**src/rtl/sha1_pkg.sv**
```systemverilog
package sha1_pkg;

  // input beat: one message byte with its marks
  typedef struct packed {
    logic [7:0] msg_byte;
    logic       has_byte;
    logic       is_last;
  } msg_t;

  // output beat: one digest word
  typedef struct packed {
    logic [31:0] digest_word;
    logic [2:0]  word_index;
    logic        last_word;
  } digest_t;

  // command codes passed from the front to the back
  localparam logic [1:0] OP_DATA      = 2'd0;
  localparam logic [1:0] OP_DATA_LAST = 2'd1;
  localparam logic [1:0] OP_LAST      = 2'd2;

  typedef struct packed {
    logic [1:0] op;
    logic [7:0] data;
  } cmd_t;

  // command queue geometry, depth is a power of two
  localparam int Q_DEPTH = 2;
  localparam int Q_PTR_W = 1;
  localparam int Q_CNT_W = 2;

  localparam logic [31:0] H_INIT [5] = '{
    32'h67452301, 32'hEFCDAB89, 32'h98BADCFE, 32'h10325476, 32'hC3D2E1F0
  };

  localparam logic [31:0] K_R0 = 32'h5A827999;
  localparam logic [31:0] K_R1 = 32'h6ED9EBA1;
  localparam logic [31:0] K_R2 = 32'h8F1BBCDC;
  localparam logic [31:0] K_R3 = 32'hCA62C1D6;

  localparam logic [7:0] PAD_BYTE = 8'h80;

endpackage

```
**src/rtl/sha1_hash_engine.sv**
```systemverilog
// channel | beat     | handshake                  | content
// msg     | msg_t    | msg_valid / msg_ready      | one byte with has_byte and is_last marks
// digest  | digest_t | digest_valid / digest_ready| one digest word, index 0..4, last mark
//
// a data beat is merged into the block window while the back end is idle; a full 64-byte block
// then runs 80 rounds at one per cycle, followed by the chaining add
// a last beat adds padding (pad byte, zero words, length words), one or two compressions, and 5 digest beats
// a two-entry command queue lets the front keep taking beats while the back compresses
// rst is synchronous active high and restores the initial chaining value and counters
// digest beats sit in an output register; a stalled digest holds the back end,
// and the front as well once the queue is full
module sha1_hash_engine (
  input  logic              clk,
  input  logic              rst,
  input  logic              msg_valid,
  output logic              msg_ready,
  input  sha1_pkg::msg_t    msg,
  output logic              digest_valid,
  input  logic              digest_ready,
  output sha1_pkg::digest_t digest
);

  // front to queue
  logic           q_push;
  sha1_pkg::cmd_t q_cmd;
  logic           q_full;

  // queue to back
  logic           q_pop;
  sha1_pkg::cmd_t q_head;
  logic           q_empty;

  // front: classify beats, drop idle ones
  sha1_front u_front (
    .msg_valid (msg_valid),
    .msg_ready (msg_ready),
    .msg       (msg),
    .q_full    (q_full),
    .q_push    (q_push),
    .q_cmd     (q_cmd)
  );

  // decoupling queue between the byte front and the compression back
  sha1_queue u_queue (
    .clk      (clk),
    .rst      (rst),
    .push     (q_push),
    .push_cmd (q_cmd),
    .pop      (q_pop),
    .pop_cmd  (q_head),
    .full     (q_full),
    .empty    (q_empty)
  );

  // back: packing, padding, 80-round compression, digest output
  sha1_back u_back (
    .clk          (clk),
    .rst          (rst),
    .cmd          (q_head),
    .cmd_empty    (q_empty),
    .cmd_pop      (q_pop),
    .digest_valid (digest_valid),
    .digest_ready (digest_ready),
    .digest       (digest)
  );

endmodule

```
**src/rtl/sha1_front.sv**
```systemverilog
module sha1_front (
  input  logic              msg_valid,
  output logic              msg_ready,
  input  sha1_pkg::msg_t    msg,
  input  logic              q_full,
  output logic              q_push,
  output sha1_pkg::cmd_t    q_cmd
);

  logic keep;

  // classify the beat; beats with neither a byte nor an end mark are dropped
  always_comb begin
    keep       = 1'b1;
    q_cmd.data = msg.msg_byte;
    unique case ({msg.has_byte, msg.is_last})
      2'b10:   q_cmd.op = sha1_pkg::OP_DATA;
      2'b11:   q_cmd.op = sha1_pkg::OP_DATA_LAST;
      2'b01:   q_cmd.op = sha1_pkg::OP_LAST;
      default: begin
        q_cmd.op = sha1_pkg::OP_DATA;
        keep     = 1'b0;
      end
    endcase
  end

  assign msg_ready = !q_full;
  assign q_push    = msg_valid && !q_full && keep;

endmodule

```
**src/rtl/sha1_queue.sv**
```systemverilog
module sha1_queue (
  input  logic           clk,
  input  logic           rst,
  input  logic           push,
  input  sha1_pkg::cmd_t push_cmd,
  input  logic           pop,
  output sha1_pkg::cmd_t pop_cmd,
  output logic           full,
  output logic           empty
);

  sha1_pkg::cmd_t                  mem [sha1_pkg::Q_DEPTH];
  logic [sha1_pkg::Q_PTR_W-1:0]    wr_ptr;
  logic [sha1_pkg::Q_PTR_W-1:0]    rd_ptr;
  logic [sha1_pkg::Q_CNT_W-1:0]    count;

  assign full    = (count == sha1_pkg::Q_CNT_W'(sha1_pkg::Q_DEPTH));
  assign empty   = (count == '0);
  assign pop_cmd = mem[rd_ptr];

  always_ff @(posedge clk) begin
    if (push) begin
      mem[wr_ptr] <= push_cmd;
    end
  end

  always_ff @(posedge clk) begin
    if (rst) begin
      wr_ptr <= '0;
      rd_ptr <= '0;
      count  <= '0;
    end else begin
      if (push) begin
        wr_ptr <= wr_ptr + 1'b1;
      end
      if (pop) begin
        rd_ptr <= rd_ptr + 1'b1;
      end
      case ({push, pop})
        2'b10:   count <= count + 1'b1;
        2'b01:   count <= count - 1'b1;
        default: count <= count;
      endcase
    end
  end

endmodule

```
**src/rtl/sha1_back.sv**
```systemverilog
module sha1_back (
  input  logic              clk,
  input  logic              rst,
  input  sha1_pkg::cmd_t    cmd,
  input  logic              cmd_empty,
  output logic              cmd_pop,
  output logic              digest_valid,
  input  logic              digest_ready,
  output sha1_pkg::digest_t digest
);

  localparam logic [2:0] S_IDLE   = 3'd0;
  localparam logic [2:0] S_PAD    = 3'd1;
  localparam logic [2:0] S_ZERO   = 3'd2;
  localparam logic [2:0] S_LEN_HI = 3'd3;
  localparam logic [2:0] S_LEN_LO = 3'd4;
  localparam logic [2:0] S_ROUND  = 3'd5;
  localparam logic [2:0] S_ADD    = 3'd6;
  localparam logic [2:0] S_EMIT   = 3'd7;

  localparam logic [6:0] LAST_ROUND = 7'd79;

  function automatic logic [31:0] merge_byte(input logic [31:0] word, input logic [1:0] pos,
                                             input logic [7:0] val);
    logic [31:0] placed;
    placed = {24'd0, val} << {~pos, 3'b000};
    return (pos == 2'd0) ? placed : (word | placed);
  endfunction

  logic [2:0]  state;
  logic [2:0]  ret;
  logic [6:0]  rnd;
  logic [3:0]  wcnt;
  logic [1:0]  pcnt;
  logic [31:0] pword;
  logic [63:0] bitlen;
  logic [2:0]  emit_idx;
  logic [31:0] h [5];
  logic [31:0] v [5];
  logic [31:0] w [16];

  logic        is_data;
  logic        is_end;
  logic [31:0] merged;
  logic        push_en;
  logic [31:0] push_val;
  logic        full;
  logic [31:0] f;
  logic [31:0] k;
  logic [31:0] tmp;
  logic [31:0] w_mix;
  logic [31:0] w_new;

  assign cmd_pop = (state == S_IDLE) && !cmd_empty;

  always_comb begin
    is_data = 1'b0;
    is_end  = 1'b0;
    unique case (cmd.op)
      sha1_pkg::OP_DATA:      is_data = 1'b1;
      sha1_pkg::OP_DATA_LAST: begin
        is_data = 1'b1;
        is_end  = 1'b1;
      end
      sha1_pkg::OP_LAST:      is_end = 1'b1;
      default: ;
    endcase
  end

  // word pushes into the block window
  always_comb begin
    merged   = merge_byte(pword, pcnt, cmd.data);
    push_en  = 1'b0;
    push_val = merged;
    case (state)
      S_IDLE:   push_en = cmd_pop && is_data && (pcnt == 2'd3);
      S_PAD: begin
        push_en  = 1'b1;
        push_val = merge_byte(pword, pcnt, sha1_pkg::PAD_BYTE);
      end
      S_ZERO: begin
        push_en  = (wcnt != 4'd14);
        push_val = '0;
      end
      S_LEN_HI: begin
        push_en  = 1'b1;
        push_val = bitlen[63:32];
      end
      S_LEN_LO: begin
        push_en  = 1'b1;
        push_val = bitlen[31:0];
      end
      default: ;
    endcase
  end

  assign full = push_en && (wcnt == 4'hf);

  // one compression round
  always_comb begin
    if (rnd < 7'd20) begin
      f = (v[1] & v[2]) | (~v[1] & v[3]);
      k = sha1_pkg::K_R0;
    end else if (rnd < 7'd40) begin
      f = v[1] ^ v[2] ^ v[3];
      k = sha1_pkg::K_R1;
    end else if (rnd < 7'd60) begin
      f = (v[1] & v[2]) | (v[1] & v[3]) | (v[2] & v[3]);
      k = sha1_pkg::K_R2;
    end else begin
      f = v[1] ^ v[2] ^ v[3];
      k = sha1_pkg::K_R3;
    end
    tmp   = {v[0][26:0], v[0][31:27]} + f + v[4] + k + w[0];
    w_mix = w[13] ^ w[8] ^ w[2] ^ w[0];
    w_new = {w_mix[30:0], w_mix[31]};
  end

  always_ff @(posedge clk) begin
    if (rst) begin
      state        <= S_IDLE;
      ret          <= S_IDLE;
      rnd          <= '0;
      wcnt         <= '0;
      pcnt         <= '0;
      bitlen       <= '0;
      emit_idx     <= '0;
      digest_valid <= 1'b0;
      h            <= sha1_pkg::H_INIT;
    end else begin
      if ((state == S_EMIT) && (!digest_valid || digest_ready)) begin
        digest_valid <= 1'b1;
      end else if (digest_ready) begin
        digest_valid <= 1'b0;
      end
      if (push_en) begin
        for (int i = 0; i < 15; i++) begin
          w[i] <= w[i+1];
        end
        w[15] <= push_val;
        wcnt  <= wcnt + 1'b1;
      end
      if (full) begin
        v     <= h;
        state <= S_ROUND;
      end
      unique case (state)
        S_IDLE: begin
          if (cmd_pop) begin
            if (is_data) begin
              pword  <= merged;
              pcnt   <= pcnt + 1'b1;
              bitlen <= bitlen + 64'd8;
            end
            if (full) begin
              ret <= is_end ? S_PAD : S_IDLE;
            end else if (is_end) begin
              state <= S_PAD;
            end
          end
        end
        S_PAD: begin
          pcnt <= '0;
          ret  <= S_ZERO;
          if (!full) begin
            state <= S_ZERO;
          end
        end
        S_ZERO: begin
          ret <= S_ZERO;
          if (wcnt == 4'd14) begin
            state <= S_LEN_HI;
          end
        end
        S_LEN_HI: state <= S_LEN_LO;
        S_LEN_LO: ret <= S_EMIT;
        S_ROUND: begin
          v[0] <= tmp;
          v[1] <= v[0];
          v[2] <= {v[1][1:0], v[1][31:2]};
          v[3] <= v[2];
          v[4] <= v[3];
          for (int i = 0; i < 15; i++) begin
            w[i] <= w[i+1];
          end
          w[15] <= w_new;
          if (rnd == LAST_ROUND) begin
            rnd   <= '0;
            state <= S_ADD;
          end else begin
            rnd <= rnd + 1'b1;
          end
        end
        S_ADD: begin
          for (int i = 0; i < 5; i++) begin
            h[i] <= h[i] + v[i];
          end
          state <= ret;
        end
        S_EMIT: begin
          if (!digest_valid || digest_ready) begin
            digest.digest_word <= h[0];
            digest.word_index  <= emit_idx;
            digest.last_word   <= (emit_idx == 3'd4);
            if (emit_idx == 3'd4) begin
              emit_idx <= '0;
              h        <= sha1_pkg::H_INIT;
              bitlen   <= '0;
              wcnt     <= '0;
              pcnt     <= '0;
              state    <= S_IDLE;
            end else begin
              for (int i = 0; i < 4; i++) begin
                h[i] <= h[i+1];
              end
              h[4]     <= h[0];
              emit_idx <= emit_idx + 1'b1;
            end
          end
        end
        default: state <= S_IDLE;
      endcase
    end
  end

  a_rnd_range: assert property (@(posedge clk) disable iff (rst) rnd <= LAST_ROUND)
    else $error("round counter out of range");

  a_rnd_only_in_round: assert property (@(posedge clk) disable iff (rst)
    (state != S_ROUND) |-> (rnd == '0))
    else $error("round counter moved outside compression");

  a_digest_from_emit: assert property (@(posedge clk) disable iff (rst)
    $rose(digest_valid) |-> ($past(state) == S_EMIT))
    else $error("digest beat raised outside emit");

  a_last_word_index: assert property (@(posedge clk) disable iff (rst)
    digest_valid |-> (digest.last_word == (digest.word_index == 3'd4)))
    else $error("last word mark disagrees with index");

endmodule
```
**config.mk**
```make
export PLATFORM = sky130hd
export DESIGN_NAME = sha1_hash_engine
export DESIGN_NICKNAME = d
export VERILOG_FILES = /design/src/rtl/sha1_pkg.sv /design/src/rtl/sha1_hash_engine.sv /design/src/rtl/sha1_front.sv /design/src/rtl/sha1_queue.sv /design/src/rtl/sha1_back.sv
export SDC_FILE = /design/constraint.sdc
export NUM_CORES = 2
export LEC_CHECK = 0
export BUFFER_PORTS_ARGS = -buffer_cell sky130_fd_sc_hd__buf_2
export CORE_ASPECT_RATIO = 0.8
export CORE_MARGIN = 10
export CORE_UTILIZATION = 45
export DETAILED_ROUTE_END_ITERATION = 12
export PLACE_DENSITY_LB_ADDON = 0.1
export RECOVER_POWER = 100
export SLEW_MARGIN = 10
export SYNTH_ARGS = -nofsm -noshare
export SYNTH_HDL_FRONTEND = slang
export SYNTH_SLANG_ARGS = --single-unit
```
**constraint.sdc**
```tcl
create_clock -name clk -period 29.2 [get_ports clk]
set_input_delay 1.46 -clock clk [delete_from_list [all_inputs] [get_ports clk]]
set_output_delay 1.46 -clock clk [all_outputs]
set_load 0.02 [all_outputs]
```
==> parameters.txt <==
Parameter                              Value

Outcome
  Status    finished, violations left
  Violated checks    capacitance limit, slew limit

Synthesis
  Synthesized Nets    4915
  Synth Register Bits    1009
  Post-synth EDFFs    760
  Primary FF master, synth    sky130_fd_sc_hd__edfxtp_1
  Share of synthesized area occupied by flip-flops and latches    54.77%
  Average cell area after synthesis    11.16 um^2
  Cell count after synthesis    4548
  Most area-hungry cell type in the Yosys netlist    sky130_fd_sc_hd__edfxtp_1
  Proportion of netlist area held by the largest area contributor    44.95%
  Synthesized cell area    0.05077 mm^2
  Fraction of synthesis flops using an asynchronous set or reset pin    0%
  Leading post-synthesis cells by cell area    sky130_fd_sc_hd__edfxtp_1 (45%), sky130_fd_sc_hd__dfxtp_1 (9.8%), sky130_fd_sc_hd__ha_1 (5.6%)
  Synth warn    0
  Post-synth cell types    94

Floorplanning
  Die height    320.4 um
  Core area    0.1123 mm^2
  Top-Level Pins    52
  Die outline area    0.1267 mm^2
  Initial Utilization    45.20%
  Die width    395.5 um
  Rows    110

STA
  Hold violation total from the final report    0
  Sum Neg Setup Slack    0 ns
  Worst-margin pin slew    8.631 ns
  Worst setup margin    14.73 ns
  Final Setup Violations    0
  Share of the clock period used by the worst path    49.55%
  Max-slew headroom    -475.4%
  Setup skew after layout    0.03077 ns
  Achievable frequency    69.11 MHz
  Unrepaired setup endpoints after global routing    no
  Final critical path time including I/O delays and setup    14.47 ns
  Final number of max-transition violations    1678

GRT
  Remaining Overflow, GRT    0
  Wire length of the first global-routing pass    215100 um
  Pin count of the biggest net entering global routing    174
  Vias in the first global route    32792
  GRT Util Overall    22.07%
  Initial antenna violation count    3

Power and ir drop
  Largest vdd supply drop    0.04546 mV
  Leakage power summed over all cells    21.10 nW
  Power Dens Cells    64.14 mW/mm^2

Min path
  Number of stages on the worst hold path    0
  Hold Path Class    flop to flop

Drt
  Total number of vias    35498
  Detail Route Antenna Nets    0
  Aggregate routed wire length    144000 um
  Violation count after the first detailed-route iteration    3064
  Via density per instance    5.761
  First-pass detailed-route iteration total    8
  Detailed-route wire length per cell    23.37 um
  DR DRC count    0

Finish
  Area occupied by multi-input gates    0.02134 mm^2
  Area growth, synth to finish    10.47%
  Storage element area    0.02781 mm^2
  Number of fillers in the final layout    10258
  Antenna diode count    0
  Fraction of final layout cells with drive strength greater than 1    5.032%
  Nets@finish    4925

Clocking
  CTS buffer count    104
  Clk sinks    1009
  Clock Tree Buf Depth    3
  Clock slew at the register clock pins of the worst setup and hold paths    0.06 ns
  Cts hold-fix bufs    0
  TritonCTS clock tree    built
  Quantity of gates resized following cts    0
  Insertion delay of the later-clocked pin in the worst-skew pair    0.73 ns
  Post-CTS setup repair buffer count    0
  Clock Tree Root    sky130_fd_sc_hd__clkbuf_16
  CTS H-Tree Depth    3

Place
  Number of buffers inserted by port buffering    51
  Pre-CTS WS    22.08 ns
  Routability-driven placement congestion ratio    0.8913
  Detail Placement HPWL    98020 um

Setup path
  Type of destination of the critical path    flop
  Startpoint Class    flop
  Critical path peak fanout    74
  Data required time at the worst endpoint    29.47 ns
  Classification of the worst setup path    flop to flop
  Depth of the worst register-to-register path    7
  Arrival time worst endpoint    14.74 ns

Run
  Max-cap viol count    30
## power breakdown
part	switching, mW	internal, mW
combinational	0.269	0.116
sequential	0.0537	1.74
clock	0.600	0.820
## per-stage QoR
step | hold WS [ns] | instance area [um^2] | cells | power (mW) | util, %
floorplan | 0.4003 | 50770 | 4548 | 2.166 | -
global placement | 0.4002 | 52680 | 5964 | 2.189 | 46.91
detailed placement | 0.4045 | 52680 | 5964 | 2.196 | 46.91
CTS | 0.3860 | 56340 | 6162 | 3.621 | 50.16
global route | 0.4116 | 56090 | 6162 | 3.739 | 49.94
finish | 0.4028 | 56090 | 6162 | 3.597 | 49.94
## cells in the mapped netlist (all sizes together), types with 36 or more instances
master and instances:
nand3 85, clkbuf 174, xor2 138, a21o 98
nand2 582, nor3 86, o311ai 36, edfxtp 760
nor2b 53, xnor2 175, a221oi 39, a21oi 266
fa 124, and3 37, a31oi 59, dfxtp 249
nand4 38, o21bai 44, o21ai 253, ha 229
o22ai 39, nor2 337, inv 252
## cell families after synthesis
logic type	synth area share (%)
fa+ha+maj	10.53
buf+inv	3.315
simple gates	11.50
compound gates	13.92
flops	54.77
mux	0.5595
xor+xnor	5.400
## final timing paths
kind	from	end	slack, ns
min	u_back.w[0][48]	u_back.w[0][16]	0.40
min reg2reg	u_back.w[0][48]	u_back.w[0][16]	0.40
max reg2reg	u_back.state[2]	u_back.w[0][345]	14.73
max	u_back.state[2]	u_back.w[0][345]	14.73
## metal layers
layer / share of wire (%) / track usage [%] / vias to the layer above
li1: - / - / 16521
met1: 49 / 34.43 / 17579
met2: 42 / 31.51 / 1213
met3: 7.2 / 4.015 / 185
met4: 2.0 / 4.765 / 0
met5: 0 / 0 / -
## cell type report
cell class / instances / area share (%)
Clock inverter: 57 / 1.341
Tap cell: 1512 / 3.373
Multi-Input combinational cell: 3092 / 38.05
Inverter: 253 / 1.693
Sequential cell: 1009 / 49.58
Timing Repair Buffer: 98 / 0.7897
Clock buffer: 141 / 5.178
## critical path: stages, from the launching register on
cell                       delay [ns]
sky130_fd_sc_hd__dfxtp_1         0.70
sky130_fd_sc_hd__clkbuf_1        0.58
sky130_fd_sc_hd__and2_0          2.70
sky130_fd_sc_hd__nor2_1          0.14
sky130_fd_sc_hd__nor2_1          2.27
sky130_fd_sc_hd__clkbuf_1        2.88
sky130_fd_sc_hd__clkbuf_1        2.18
sky130_fd_sc_hd__clkbuf_1        2.39
## state kept, by name, summed over array words and instances, names as in the netlist, 4 cells and up, named ones only
| signal | flops |
|---|---|
| u_back.h | 160 |
| u_back.bitlen | 61 |
| u_back.w | 512 |
| u_queue.mem | 20 |
| u_back.rnd | 7 |
| u_back.pword | 32 |
| u_back.wcnt | 4 |
| u_back.v | 160 |
| u_back.digest | 36 |
## cell usage in the layout (no fill, tap or decap), types with 38 or more instances in the layout
cell and count:
sky130_fd_sc_hd__a21o_1 98, sky130_fd_sc_hd__fa_1 124, sky130_fd_sc_hd__a21oi_1 266, sky130_fd_sc_hd__nor3_1 84
sky130_fd_sc_hd__nor2b_1 53, sky130_fd_sc_hd__dfxtp_1 249, sky130_fd_sc_hd__nand3_1 82, sky130_fd_sc_hd__ha_1 229
sky130_fd_sc_hd__o21bai_1 44, sky130_fd_sc_hd__xor2_1 137, sky130_fd_sc_hd__o21ai_0 247, sky130_fd_sc_hd__xnor2_1 175
sky130_fd_sc_hd__clkbuf_1 99, sky130_fd_sc_hd__clkbuf_16 106, sky130_fd_sc_hd__nand2_1 582, sky130_fd_sc_hd__edfxtp_1 760
sky130_fd_sc_hd__inv_1 252, sky130_fd_sc_hd__o22ai_1 39, sky130_fd_sc_hd__nor2_1 333, sky130_fd_sc_hd__a31oi_1 58
sky130_fd_sc_hd__a221oi_1 38
Power figures use the tool's default switching activity.
